===== src/hdl/qrs_pkg.sv =====
// shared types, widths and helpers for the quadratic root solver
package qrs_pkg;

  localparam int COEF_W    = 32;
  localparam int TOL_W     = 16;
  localparam int ROOT_W    = 64;
  localparam int OUT_FRAC  = 32;
  localparam int SQ_W      = COEF_W + 2;
  localparam int D_W       = 2 * SQ_W;
  localparam int NUM_W     = SQ_W + 1;
  localparam int DEN_W     = COEF_W + 1;
  localparam int QUO_W     = NUM_W + OUT_FRAC;
  localparam int SQ_QUO_W  = QUO_W + 1;
  localparam int SUM_W     = QUO_W + 3;

  typedef enum logic [2:0] {
    CASE_ALL    = 3'd0,
    CASE_NONE   = 3'd1,
    CASE_LINEAR = 3'd2,
    CASE_NOREAL = 3'd3,
    CASE_TWO    = 3'd4,
    CASE_DOUBLE = 3'd5
  } root_case_t;

  typedef struct packed {
    logic signed [COEF_W-1:0] coef_a;
    logic signed [COEF_W-1:0] coef_b;
    logic signed [COEF_W-1:0] coef_c;
  } in_t;

  typedef struct packed {
    root_case_t               root_case;
    logic signed [ROOT_W-1:0] root_one;
    logic signed [ROOT_W-1:0] root_two;
    logic                     saturated;
  } out_t;

  // classified item handed from front to back
  typedef struct packed {
    logic                az;
    logic                bz;
    logic                cz;
    logic                sa;
    logic                sb;
    logic                sc;
    logic [COEF_W-1:0]   am;
    logic [COEF_W-1:0]   bm;
    logic [COEF_W-1:0]   cm;
    logic [2*COEF_W-1:0] b2;
    logic [2*COEF_W-1:0] ac;
  } front_t;

  // sideband carried through the square root
  typedef struct packed {
    root_case_t        kase;
    logic              sa;
    logic              sb;
    logic [COEF_W-1:0] am;
    logic [COEF_W-1:0] bm;
    logic [COEF_W-1:0] num2;
    logic [COEF_W-1:0] den2;
    logic              neg2;
  } sq_tag_t;

  typedef struct packed {
    root_case_t kase;
    logic       neg1;
  } div_tag_t;

  // clip to signed 64 bit, msb of result is the clip flag
  function automatic logic [ROOT_W:0] sat_root(input logic signed [SUM_W-1:0] x);
    logic [SUM_W-ROOT_W:0] top;
    top = x[SUM_W-1:ROOT_W-1];
    if (top == '0 || top == '1) begin
      return {1'b0, x[ROOT_W-1:0]};
    end else if (x[SUM_W-1]) begin
      return {1'b1, 1'b1, {(ROOT_W-1){1'b0}}};
    end else begin
      return {1'b1, 1'b0, {(ROOT_W-1){1'b1}}};
    end
  endfunction

endpackage


===== src/hdl/qrs_fifo.sv =====
// two-entry item queue between front and back
module qrs_fifo import qrs_pkg::*; (
  input  logic   clk,
  input  logic   rst_n,
  input  logic   push,
  input  front_t push_data,
  output logic   full,
  output logic   pop_valid,
  output front_t pop_data
);

  front_t     mem_r [2];
  logic       wr_ptr_r, rd_ptr_r;
  logic [1:0] count_r, count_nxt;
  logic       pop;

  assign pop       = (count_r != 2'd0);
  assign pop_valid = pop;
  assign pop_data  = mem_r[rd_ptr_r];
  assign full      = (count_r == 2'd2);

  always_comb begin
    count_nxt = count_r;
    if (push && !pop) begin
      count_nxt = count_r + 2'd1;
    end else if (!push && pop) begin
      count_nxt = count_r - 2'd1;
    end
  end

  always_ff @(posedge clk) begin
    if (!rst_n) begin
      wr_ptr_r <= 1'b0;
      rd_ptr_r <= 1'b0;
      count_r  <= 2'd0;
    end else begin
      count_r <= count_nxt;
      if (push) begin
        wr_ptr_r <= ~wr_ptr_r;
      end
      if (pop) begin
        rd_ptr_r <= ~rd_ptr_r;
      end
    end
  end

  always_ff @(posedge clk) begin
    if (push) begin
      mem_r[wr_ptr_r] <= push_data;
    end
  end

endmodule


===== config.mk =====
export PLATFORM = sky130hd
export DESIGN_NAME = qrs_fifo
export DESIGN_NICKNAME = d
export VERILOG_FILES = /design/src/hdl/qrs_pkg.sv /design/src/hdl/qrs_fifo.sv
export SDC_FILE = /design/constraint.sdc
export NUM_CORES = 1
export LEC_CHECK = 0
export BUFFER_PORTS_ARGS = -buffer_cell sky130_fd_sc_hd__buf_2
export CAP_MARGIN = 20
export CORE_MARGIN = 2
export CORE_UTILIZATION = 28
export CTS_BUF_LIST = sky130_fd_sc_hd__clkbuf_4 sky130_fd_sc_hd__clkbuf_8
export DETAILED_ROUTE_END_ITERATION = 12
export HOLD_SLACK_MARGIN = 0.15
export PLACE_DENSITY = 0.59
export RECOVER_POWER = 25
export SYNTH_ARGS = -nofsm -noshare
export SYNTH_HDL_FRONTEND = slang
export SYNTH_SLANG_ARGS = --single-unit

===== constraint.sdc =====
create_clock -name clk -period 11.6 [get_ports clk]
set_input_delay 1.74 -clock clk [delete_from_list [all_inputs] [get_ports clk]]
set_output_delay 1.74 -clock clk [all_outputs]
set_load 0.005 [all_outputs]

==> flow_summary_export.csv, run 1 <==
group,metric,value,unit
placement,portBuffers,464,
power,power.sequential.fraction,44.5,%
clock_tree,clock_path_buffers,3,
timing,fmax,194,MHz
worst_setup_path,r2r_end,"mem_r[1][62]",
power,comb_power_share,24.0,%
worst_setup_path,crit_path_max_fanout,115,
worst_setup_path,worstSetupStartpointType,"register",
routing,wire_length_after_detailed_routing,38700,um
worst_setup_path,worst-path-buf-inv,3,
placement,dp_hpwl,25700,um
worst_setup_path,timing_worst_setup_path_type,"reg2out",
global_routing,largest_net_degree_at_the_start_of_global_routing,150,
timing,rsz_0062_raised_after_global_routing,"no",
clock_tree,path_clk_slew,0.06,ns
worst_setup_path,worst-r2r-cell-count,3,
cells_and_area,fillCellCount,6069,
floorplan,dieWidth,256,um
worst_setup_path,path_cells,"buf_4 -> buf_12 -> mux2_4 -> buf_2",
worst_hold_path,hold_class,"reg2reg",
floorplan,die_area,65700,um2
worst_setup_path,timing.critical_path.arrival,3.41,ns
timing,final.setup_skew,0.0166,ns
status,result_of_the_run,"finished clean",
logic_synthesis,synthesis.nets,972,
power,power.density,202,nW/um2
cells_and_area,drive_above_1_share,57.7,%
cells_and_area,finish.net_count,1501,
worst_setup_path,worstSetupEndpointType,"primary output",
worst_setup_path,cp.required,9.86,ns
routing,drt_iter0_markers,485,
logic_synthesis,post-synth-top-area-cell,"edfxtp_1",
timing,finalWorstSetupSlack,6.45,ns
placement,place_congestion,0.747,
worst_hold_path,min_to,"count_r[1]",
floorplan,num_rows,92,
logic_synthesis,synthDistinctLibCells,18,
routing,detail_route.first_pass.iterations,4,
logic_synthesis,synth-seq-area-share,78.0,%
floorplan,core_area,63100,um2
worst_setup_path,critPathTopFamily,"buffers and inverters",
floorplan,design.portCount,465,
logic_synthesis,synth.top_cell.area_share,77.4,%
global_routing,antenna_violations_before_repair,8,
floorplan,chipHeight,256,um
job,cap_viol_max_count,0,
clock_tree,cts-htree-levels,3,
global_routing,grt-ovfl-total,0,
global_routing,grt_pass1_wl,57000,um
timing,max_slew.worst_pin.slew,1.18,ns
worst_setup_path,setup.reg_to_reg.worst_slack,8.67,ns
clock_tree,tritoncts,"built",
floorplan,initial_core_utilization,28.3,%
routing,drc,0,
timing,finalHoldViolations,0,
power,switching_power_share_of_the_total,25.5,%
clock_tree,clock_latency_reported_for_the_late_side_of_the_worst_skew_pair,0.62,ns
worst_setup_path,r2r_start,"wr_ptr_r",
timing,slew_viol_final,0,
routing,drtAntennaViolNets,0,
clock_tree,cts.hold.buffers_added,0,
power,switching_power,1.15,mW
power,power.clock.fraction,31.5,%
logic_synthesis,synth.ff_latch_count,465,
worst_hold_path,hold-path-cell-count,2,
routing,avgRoutedWirePerCell,17.8,um
global_routing,gr-usage-all-layers,11.4,%
worst_setup_path,critPathSlowestCell,"dfxtp_4",
placement,post-place-ws,7.03,ns
timing,period_utilisation_layout,44.4,%
clock_tree,root_buffer,"clkbuf_8",
power,leakagePower,8.51,nW
global_routing,grt_pass1_vias,9522,
power,max-vdd-ir-drop,0.000169,V
clock_tree,cts_setup_buffers,0,
worst_hold_path,holdCritStartpoint,"count_r[1]",
logic_synthesis,synthTopCellsByArea,"edfxtp_1 (77%), mux2_4 (17%), buf_12 (2.5%), mux2_2 (1.9%), dfxtp_1 (0.56%)",
clock_tree,post_cts.resized_instances,0,
clock_tree,numCtsBuffers,81,
worst_setup_path,worst_path_largest_cell_delay,0.67,ns
timing,max-slew-margin-rel,21.3,%
cells_and_area,syn2layout_area_growth,25.1,%
timing,final_critical_path_time_including_i_o_delays_and_setup,5.15,ns
logic_synthesis,netlist_instances,738,
routing,post_drt_via_cell_ratio,4.03,
routing,route.vias.total,8792,
logic_synthesis,syn-mean-instance-area,24.2,um2
power,cell_internal_power,3.35,mW
clock_tree,clock_sinks,465,
timing,timing.final.setup_violations,0,
timing,fin_setup_tns,0,ns
logic_synthesis,ys_warn_count,0,
logic_synthesis,synthesis.area,17800,um2
-- area by class of cell --
class	instances	area [um2]	share of cell area, %
diodes	6	15.0	0.0673
clock buffers	112	1350	6.07
clock inverters	31	173	0.774
inverters	1	3.75	0.0168
multi-input cells	246	3460	15.5
flip-flops and latches	465	13900	62.4
well taps	846	1060	4.74
repair buffers	472	2330	10.4
-- worst min-delay path, cell delays in order (launching register included) --
cell,delay [ns]
dfxtp_1,0.32
o21ai_0,0.08
a21boi_0,0.08
-- cell usage after synthesis (all sizes together) --
cell	count
and2	4
mux2	230
buf	26
nor2b	3
or3	1
xor2	1
ha	1
nor2	1
edfxtp	460
o21a	1
a21boi	1
o21ai	1
xnor2	2
dfxtp	5
inv	1
-- cell families (layout without fill, tap and decap cells) --
kind of cell / Yosys count / in the layout / share of synthesized area [%]
AO/OA/AOI/OAI: 3 / 3 / 0.112
flip-flops: 465 / 465 / 78.0
AND/OR/NAND/NOR: 9 / 9 / 0.302
multiplexers: 230 / 230 / 18.7
buffers and inverters: 27 / 616 / 2.64
other: 0 / 6 / 0
adder cells (fa/ha/maj): 1 / 1 / 0.0701
XOR/XNOR: 3 / 3 / 0.147
-- power by group through the flow --
stage / registers (mW) / clock network [mW] / logic [mW]
floorplan: 2.02 / 0 / 0.854
global placement: 2.03 / 0 / 1.09
detailed placement: 2.04 / 0 / 1.10
CTS: 2.00 / 1.48 / 1.10
global route: 2.01 / 1.55 / 1.16
finish: 2.00 / 1.42 / 1.08
-- placed cells by master (no fill, tap or decap), types with 3 or more instances in the layout --
| master | instances |
|---|---|
| clkbuf_1 | 64 |
| and2_1 | 3 |
| clkinv_2 | 8 |
| clkbuf_4 | 30 |
| edfxtp_1 | 460 |
| dfxtp_1 | 4 |
| buf_4 | 6 |
| clkbuf_8 | 82 |
| mux2_2 | 30 |
| clkinv_1 | 17 |
| clkinvlp_4 | 4 |
| diode_2 | 6 |
| mux2_4 | 200 |
| buf_2 | 399 |
-- layer usage --
layer / wire length, um / global-route usage [%]
met1: 14400 / 12.3
met2: 19800 / 19.6
met3: 3380 / 4.99
met4: 1100 / 4.81
met5: 34 / 0
-- metrics by stage --
stage	instances	hold slack [ns]	total power [mW]	util (%)	area (um2)
finish	2179	0.526	4.50	35.4	22300
global route	2177	0.575	4.72	35.4	22300
CTS	2173	0.533	4.59	35.5	22400
detailed placement	2030	0.522	3.14	33.1	20900
global placement	2030	0.488	3.13	33.1	20900
floorplan	738	0.473	2.87	-	17800
-- sequential cells by signal, indices dropped and copies added, names as in the netlist, named ones only --
name and flops:
count_r 2, mem_r 460, wr_ptr_r 1, rd_ptr_r 1
-- how the worst max path moves through the flow --
stage	endpoint	slack, ns	start	cells past startpoint
after floorplan	mem_r[0][0]	3.41	push	1
after global placement	pop_data[226]	7.06	register	4
after detailed placement	pop_data[226]	7.03	register	4
after CTS	pop_data[226]	6.29	register	4
after global routing	pop_data[108]	6.22	register	4
final	pop_data[82]	6.45	register	4
No activity file was read; power rests on OpenSTA's default activity.
==> inputs of run 2 (changes only) <==
--- a/config.mk
+++ b/config.mk
@@ -12,7 +12,7 @@
 export CTS_BUF_LIST = sky130_fd_sc_hd__clkbuf_4 sky130_fd_sc_hd__clkbuf_8
 export DETAILED_ROUTE_END_ITERATION = 12
 export HOLD_SLACK_MARGIN = 0.15
-export PLACE_DENSITY = 0.59
+export PLACE_DENSITY = 0.58
 export RECOVER_POWER = 25
 export SYNTH_ARGS = -nofsm -noshare
 export SYNTH_HDL_FRONTEND = slang
==> constraint.sdc (replaced) <==
create_clock -name clk -period 4.8 [get_ports clk]
set_input_delay 0.72 -clock clk [delete_from_list [all_inputs] [get_ports clk]]
set_output_delay 0.72 -clock clk [all_outputs]
set_load 0.005 [all_outputs]
==> run 2 against run 1 <==
Against the previous run:
- hold slack got worse by 0.27 ns
- cell area increased by 1.2%
- critical path type unchanged
- global-route usage up 0.13 points
- wire length increased by 0.61%
- first-iteration DRC count shrank 22%
- die area is the same
- total power up 150%
- combinational power is 140% higher
- via count is 1.1% higher
==> flow_summary_export.csv, run 2 (synthesis results as in run 1) <==
group,metric,value,unit
floorplan,initial_core_utilization,28.3,%
timing,timing.final.setup_violations,0,
clock_tree,clock_latency_reported_for_the_late_side_of_the_worst_skew_pair,0.65,ns
cells_and_area,finish.net_count,1517,
clock_tree,numCtsBuffers,81,
timing,hold-worst-slack,0.257,ns
worst_setup_path,timing_worst_setup_path_type,"reg2out",
power,design_power_total,11.1,mW
floorplan,design.portCount,465,
global_routing,grt-ovfl-total,0,
timing,fmax,296,MHz
timing,fin_setup_tns,0,ns
clock_tree,clock_path_buffers,3,
global_routing,grt_pass1_vias,9772,
placement,detailed_place.area,21000,um2
clock_tree,cts.hold.buffers_added,0,
floorplan,dieWidth,256,um
placement,placed_cells,2046,
worst_setup_path,r2r_end,"mem_r[0][39]",
floorplan,num_rows,92,
placement,dp_hpwl,26500,um
timing,slew_viol_final,0,
cells_and_area,number_of_flip_flops_in_the_largest_register,460,
cells_and_area,most-common-layout-cells,"edfxtp_1 (460), buf_2 (393), mux2_4 (200)",
timing,max_slew.worst_pin.slew,1.01,ns
clock_tree,post_cts.resized_instances,0,
worst_setup_path,cp.required,4.08,ns
cells_and_area,finish.utilization,35.8,%
clock_tree,root_buffer,"clkbuf_8",
worst_setup_path,crit_end,"pop_data[227]",
routing,wire_length_after_detailed_routing,38900,um
routing,detail_route.first_pass.iterations,4,
worst_setup_path,worst-r2r-cell-count,2,
placement,portBuffers,464,
timing,final.setup_skew,0.0129,ns
routing,drtAntennaViolNets,0,
routing,post_drt_via_cell_ratio,4.05,
timing,max-slew-margin-rel,32.8,%
floorplan,core_area,63100,um2
status,result_of_the_run,"finished clean",
worst_hold_path,hold_class,"in2reg",
timing,period_utilisation_layout,70.4,%
worst_setup_path,setup.reg_to_reg.worst_slack,2.68,ns
routing,route.vias.total,8886,
worst_setup_path,crit_path_max_fanout,46,
placement,post-place-ws,2.01,ns
timing,rsz_0062_raised_after_global_routing,"no",
cells_and_area,layoutNonFillerInstCount,2195,
worst_setup_path,worstSetupEndpointType,"primary output",
timing,finalWorstSetupSlack,1.42,ns
cells_and_area,max_flop_register,"mem_r",
global_routing,grt_pass1_wl,58100,um
worst_setup_path,worstSetupStartpointType,"register",
global_routing,antenna_violations_before_repair,6,
routing,drc,0,
cells_and_area,reg.largest.list,"mem_r: 460 flops, count_r: 2 flops",
power,leakagePower,8.63,nW
clock_tree,cts_setup_buffers,0,
global_routing,largest_net_degree_at_the_start_of_global_routing,62,
cells_and_area,stdcell_area,22600,um2
global_routing,gr-usage-all-layers,11.6,%
timing,finalHoldViolations,0,
worst_setup_path,timing.critical_path.arrival,2.66,ns
timing,final_critical_path_time_including_i_o_delays_and_setup,3.38,ns
power,power.density,490,nW/um2
worst_setup_path,r2r_start,"wr_ptr_r",
clock_tree,clock_sinks,465,
cells_and_area,drive_above_1_share,57.7,%
routing,avgRoutedWirePerCell,17.7,um
clock_tree,path_clk_slew,0.06,ns
routing,drt_iter0_markers,377,
placement,place_congestion,0.758,
clock_tree,cts-htree-levels,3,
cells_and_area,syn2layout_area_growth,26.5,%
floorplan,die_area,65700,um2
power,max-vdd-ir-drop,0.000331,V
floorplan,chipHeight,256,um
clock_tree,tritoncts,"built",
job,cap_viol_max_count,0,
cells_and_area,layout.cells.most_common,"edfxtp_1",
==> run 2: worst min path at each step <==
| stage | cells after the start | end | startpoint |
|---|---|---|---|
| floorplan | 2 | count_r[1] | count_r[1] |
| global placement | 2 | count_r[1] | count_r[1] |
| detailed placement | 2 | count_r[1] | count_r[1] |
| CTS | 1 | mem_r[1][36] | push_data[36] |
| global route | 1 | mem_r[0][113] | push_data[113] |
| finish | 1 | mem_r[1][112] | push_data[112] |
==> run 2: final cells by class <==
cell class / count / area, um2
Inverter: 1 / 3.75
Timing Repair Buffer: 488 / 2510
Sequential cell: 465 / 13900
Clock buffer: 110 / 1350
Multi-Input combinational cell: 246 / 3460
Antenna cell: 1 / 2.50
Fill cell: 6077 / 40500
Tap cell: 846 / 1060
Clock inverter: 38 / 265
==> run 2: critical path, stage by stage, from the launching register on <==
cell,delay [ns]
dfxtp_4,0.97
buf_4,0.50
mux2_2,0.39
buf_2,0.13
==> run 2: power breakdown <==
group / internal [mW] / switching (mW)
Clock: 1.95 / 1.60
Combinational: 1.53 / 1.10
Sequential: 4.72 / 0.161
Total: 8.19 / 2.87
==> run 2: metal layers <==
| layer | part of all wire [%] | up-vias | wire length, um | track usage, % |
|---|---|---|---|---|
| met5 | 0.13 | - | 51 | 0 |
| met4 | 2.6 | 8 | 1030 | 4.88 |
| met3 | 9.5 | 80 | 3700 | 4.75 |
| met2 | 51 | 349 | 19700 | 20.0 |
| met1 | 37 | 4397 | 14500 | 12.5 |
| li1 | - | 4052 | - | - |
==> inputs of run 3 (changes only) <==
--- a/config.mk
+++ b/config.mk
@@ -12,7 +12,7 @@
 export CTS_BUF_LIST = sky130_fd_sc_hd__clkbuf_4 sky130_fd_sc_hd__clkbuf_8
 export DETAILED_ROUTE_END_ITERATION = 12
 export HOLD_SLACK_MARGIN = 0.15
-export PLACE_DENSITY = 0.58
+export PLACE_DENSITY = 0.59
 export RECOVER_POWER = 25
 export SYNTH_ARGS = -nofsm -noshare
 export SYNTH_HDL_FRONTEND = slang
==> constraint.sdc (replaced) <==
create_clock -name clk -period 3.1 [get_ports clk]
set_input_delay 0.465 -clock clk [delete_from_list [all_inputs] [get_ports clk]]
set_output_delay 0.465 -clock clk [all_outputs]
set_load 0.005 [all_outputs]
==> run 3 against run 2 <==
Against the previous run:
- utilization increased by 3.6 points
- first-iteration DRC count increased by 2.1%
- cell area increased by 10%
- clock skew increased by 0.024 ns
- clock power increased by 50%
- combinational power increased by 73%
- total power increased by 57%
- critical endpoint is now pop_data[55]
- largest cell class unchanged
- highest routed layer unchanged
==> flow_summary_export.csv, run 3 (synthesis results as in run 1) <==
group,metric,value,unit
worst_setup_path,worst-r2r-cell-count,2,
worst_setup_path,timing_worst_setup_path_type,"reg2out",
status,result_of_the_run,"finished clean",
global_routing,antenna_violations_before_repair,3,
timing,rsz_0062_raised_after_global_routing,"no",
timing,fin_setup_tns,0,ns
timing,timing.final.setup_violations,0,
placement,place_congestion,0.791,
job,cap_viol_max_count,0,
clock_tree,cts-htree-levels,3,
worst_setup_path,r2r_end,"mem_r[1][95]",
floorplan,chipHeight,256,um
cells_and_area,max_flop_register,"mem_r",
power,power.clock.fraction,30.8,%
worst_setup_path,timing.critical_path.depth,4,
global_routing,grt_pass1_vias,10782,
power,design_power_total,17.3,mW
timing,fmax,371,MHz
global_routing,grt_pass1_wl,61400,um
timing,finalHoldViolations,0,
cells_and_area,fillCellCount,5872,
timing,slew_viol_final,0,
cells_and_area,most-common-layout-cells,"edfxtp_1 (460), buf_2 (366), dlygate4sd3_1 (232)",
worst_setup_path,critPathTopFamily,"buffers and inverters",
placement,portBuffers,464,
worst_setup_path,path_cells,"buf_12 -> buf_4 -> mux2_4 -> buf_2",
power,power.sequential.fraction,43.0,%
floorplan,core_area,63100,um2
timing,max_slew.worst_pin.slew,0.974,ns
global_routing,largest_net_degree_at_the_start_of_global_routing,121,
timing,final.setup_skew,0.0369,ns
clock_tree,numCtsBuffers,80,
cells_and_area,multi_input_area,3460,um2
power,switching_power_share_of_the_total,25.7,%
power,max-vdd-ir-drop,0.000425,V
global_routing,grt-ovfl-total,0,
floorplan,die_area,65700,um2
timing,max-slew-margin-rel,35.1,%
routing,avgRoutedWirePerCell,17.0,um
worst_setup_path,setup.reg_to_reg.worst_slack,1.37,ns
worst_hold_path,hold_class,"in2reg",
worst_setup_path,critPathSlowestCell,"dfxtp_4",
power,comb_power_share,26.2,%
power,leakagePower,9.53,nW
power,cell_internal_power,12.9,mW
cells_and_area,layout.cells.most_common,"edfxtp_1",
placement,dp_hpwl,26700,um
cells_and_area,seqCellArea,13900,um2
clock_tree,clock_path_buffers,3,
routing,wire_length_after_detailed_routing,41100,um
routing,drc,0,
worst_setup_path,cp.required,2.63,ns
timing,hold-worst-slack,0.373,ns
clock_tree,clock_sinks,465,
worst_setup_path,worst-path-buf-inv,3,
worst_setup_path,r2r_start,"wr_ptr_r",
routing,drtAntennaViolNets,0,
routing,detail_route.first_pass.iterations,4,
floorplan,initial_core_utilization,28.3,%
clock_tree,path_clk_slew,0.06,ns
worst_setup_path,worst_path_largest_cell_delay,0.51,ns
timing,period_utilisation_layout,86.9,%
worst_setup_path,crit_end,"pop_data[55]",
routing,post_drt_via_cell_ratio,4.01,
cells_and_area,reg.largest.list,"mem_r: 460 flops, count_r: 2 flops",
clock_tree,root_buffer,"clkbuf_8",
clock_tree,clock_latency_reported_for_the_late_side_of_the_worst_skew_pair,0.64,ns
routing,drt_iter0_markers,385,
timing,final_critical_path_time_including_i_o_delays_and_setup,2.69,ns
global_routing,gr-usage-all-layers,12.1,%
cells_and_area,drive_above_1_share,48.1,%
power,switching_power,4.45,mW
routing,route.vias.total,9723,
cells_and_area,number_of_flip_flops_in_the_largest_register,460,
floorplan,dieWidth,256,um
cells_and_area,syn2layout_area_growth,39.3,%
clock_tree,cts_setup_buffers,0,
cells_and_area,finish.utilization,39.4,%
floorplan,num_rows,92,
worst_setup_path,worstSetupStartpointType,"register",
floorplan,design.portCount,465,
worst_setup_path,crit_path_max_fanout,27,
worst_setup_path,worstSetupEndpointType,"primary output",
clock_tree,tritoncts,"built",
worst_hold_path,holdCritStartpoint,"push",
cells_and_area,finish.net_count,1750,
worst_setup_path,timing.critical_path.arrival,2.23,ns
power,power.density,697,nW/um2
run 3: cell count changes in the layout (fill, tap and decap cells not counted), moves of 2 or more:
cell / before / now
clkbuf_8: 83 / 80
buf_4: 16 / 14
clkbuf_4: 27 / 30
clkbuf_2: 0 / 6
buf_2: 393 / 366
clkinv_8: 2 / 0
buf_1: 0 / 2
dlygate4sd3_1: 0 / 232
clkbuf_1: 71 / 90
clkinv_1: 20 / 14
buf_12: 8 / 12
run 3: tightest hold or removal path, stage by stage:
cell      delay [ns]
buf_2           0.12
ha_1            0.19
or3_1           0.12
a21boi_0        0.07
run 3: stage by stage:
step	instance area (um2)	cells	setup WS, ns
6_report	24900	2422	0.406
5_1_grt	24800	2421	0.268
4_1_cts	25000	2420	0.309
3_5_place_dp	21100	2048	1.05
3_3_place_gp	21100	2048	1.08
2_1_floorplan	17800	738	-1.25
run 3: what timing repair did:
item                      4_1_cts  5_1_grt
resized for setup               0        0
hold endpoints to repair      465        0
hold buffers                  232        0
run 3: layout make-up:
class / count / area share (%)
Antenna cell: 2 / 0.0201
Tap cell: 846 / 4.26
Clock inverter: 30 / 0.816
Inverter: 1 / 0.0151
Multi-Input combinational cell: 246 / 13.9
Sequential cell: 465 / 56.0
Timing Repair Buffer: 722 / 19.6
Clock buffer: 110 / 5.34
run 3: routing by layer:
metal	part of all wire, %	track usage, %	up-vias
li1	-	-	4516
met1	38	13.1	4764
met2	51	21.2	366
met3	7.7	4.67	75
met4	2.9	4.88	2
met5	0.027	0	-
run 3: worst min path at each step:
| stage | to | slack (ns) | cells past startpoint |
|---|---|---|---|
| floorplan | count_r[1] | 0.47 | 2 |
| global placement | count_r[1] | 0.49 | 2 |
| detailed placement | count_r[1] | 0.54 | 2 |
| CTS | count_r[1] | 0.30 | 4 |
| global route | count_r[1] | 0.37 | 4 |
| finish | count_r[1] | 0.37 | 4 |
run 3: power groups by stage:
stage	registers, mW	clock network [mW]	logic (mW)
floorplan	7.52	0	3.20
global placement	7.55	0	4.34
detailed placement	7.57	0	4.38
CTS	7.44	5.55	4.64
global route	7.47	5.80	4.85
finish	7.44	5.33	4.54
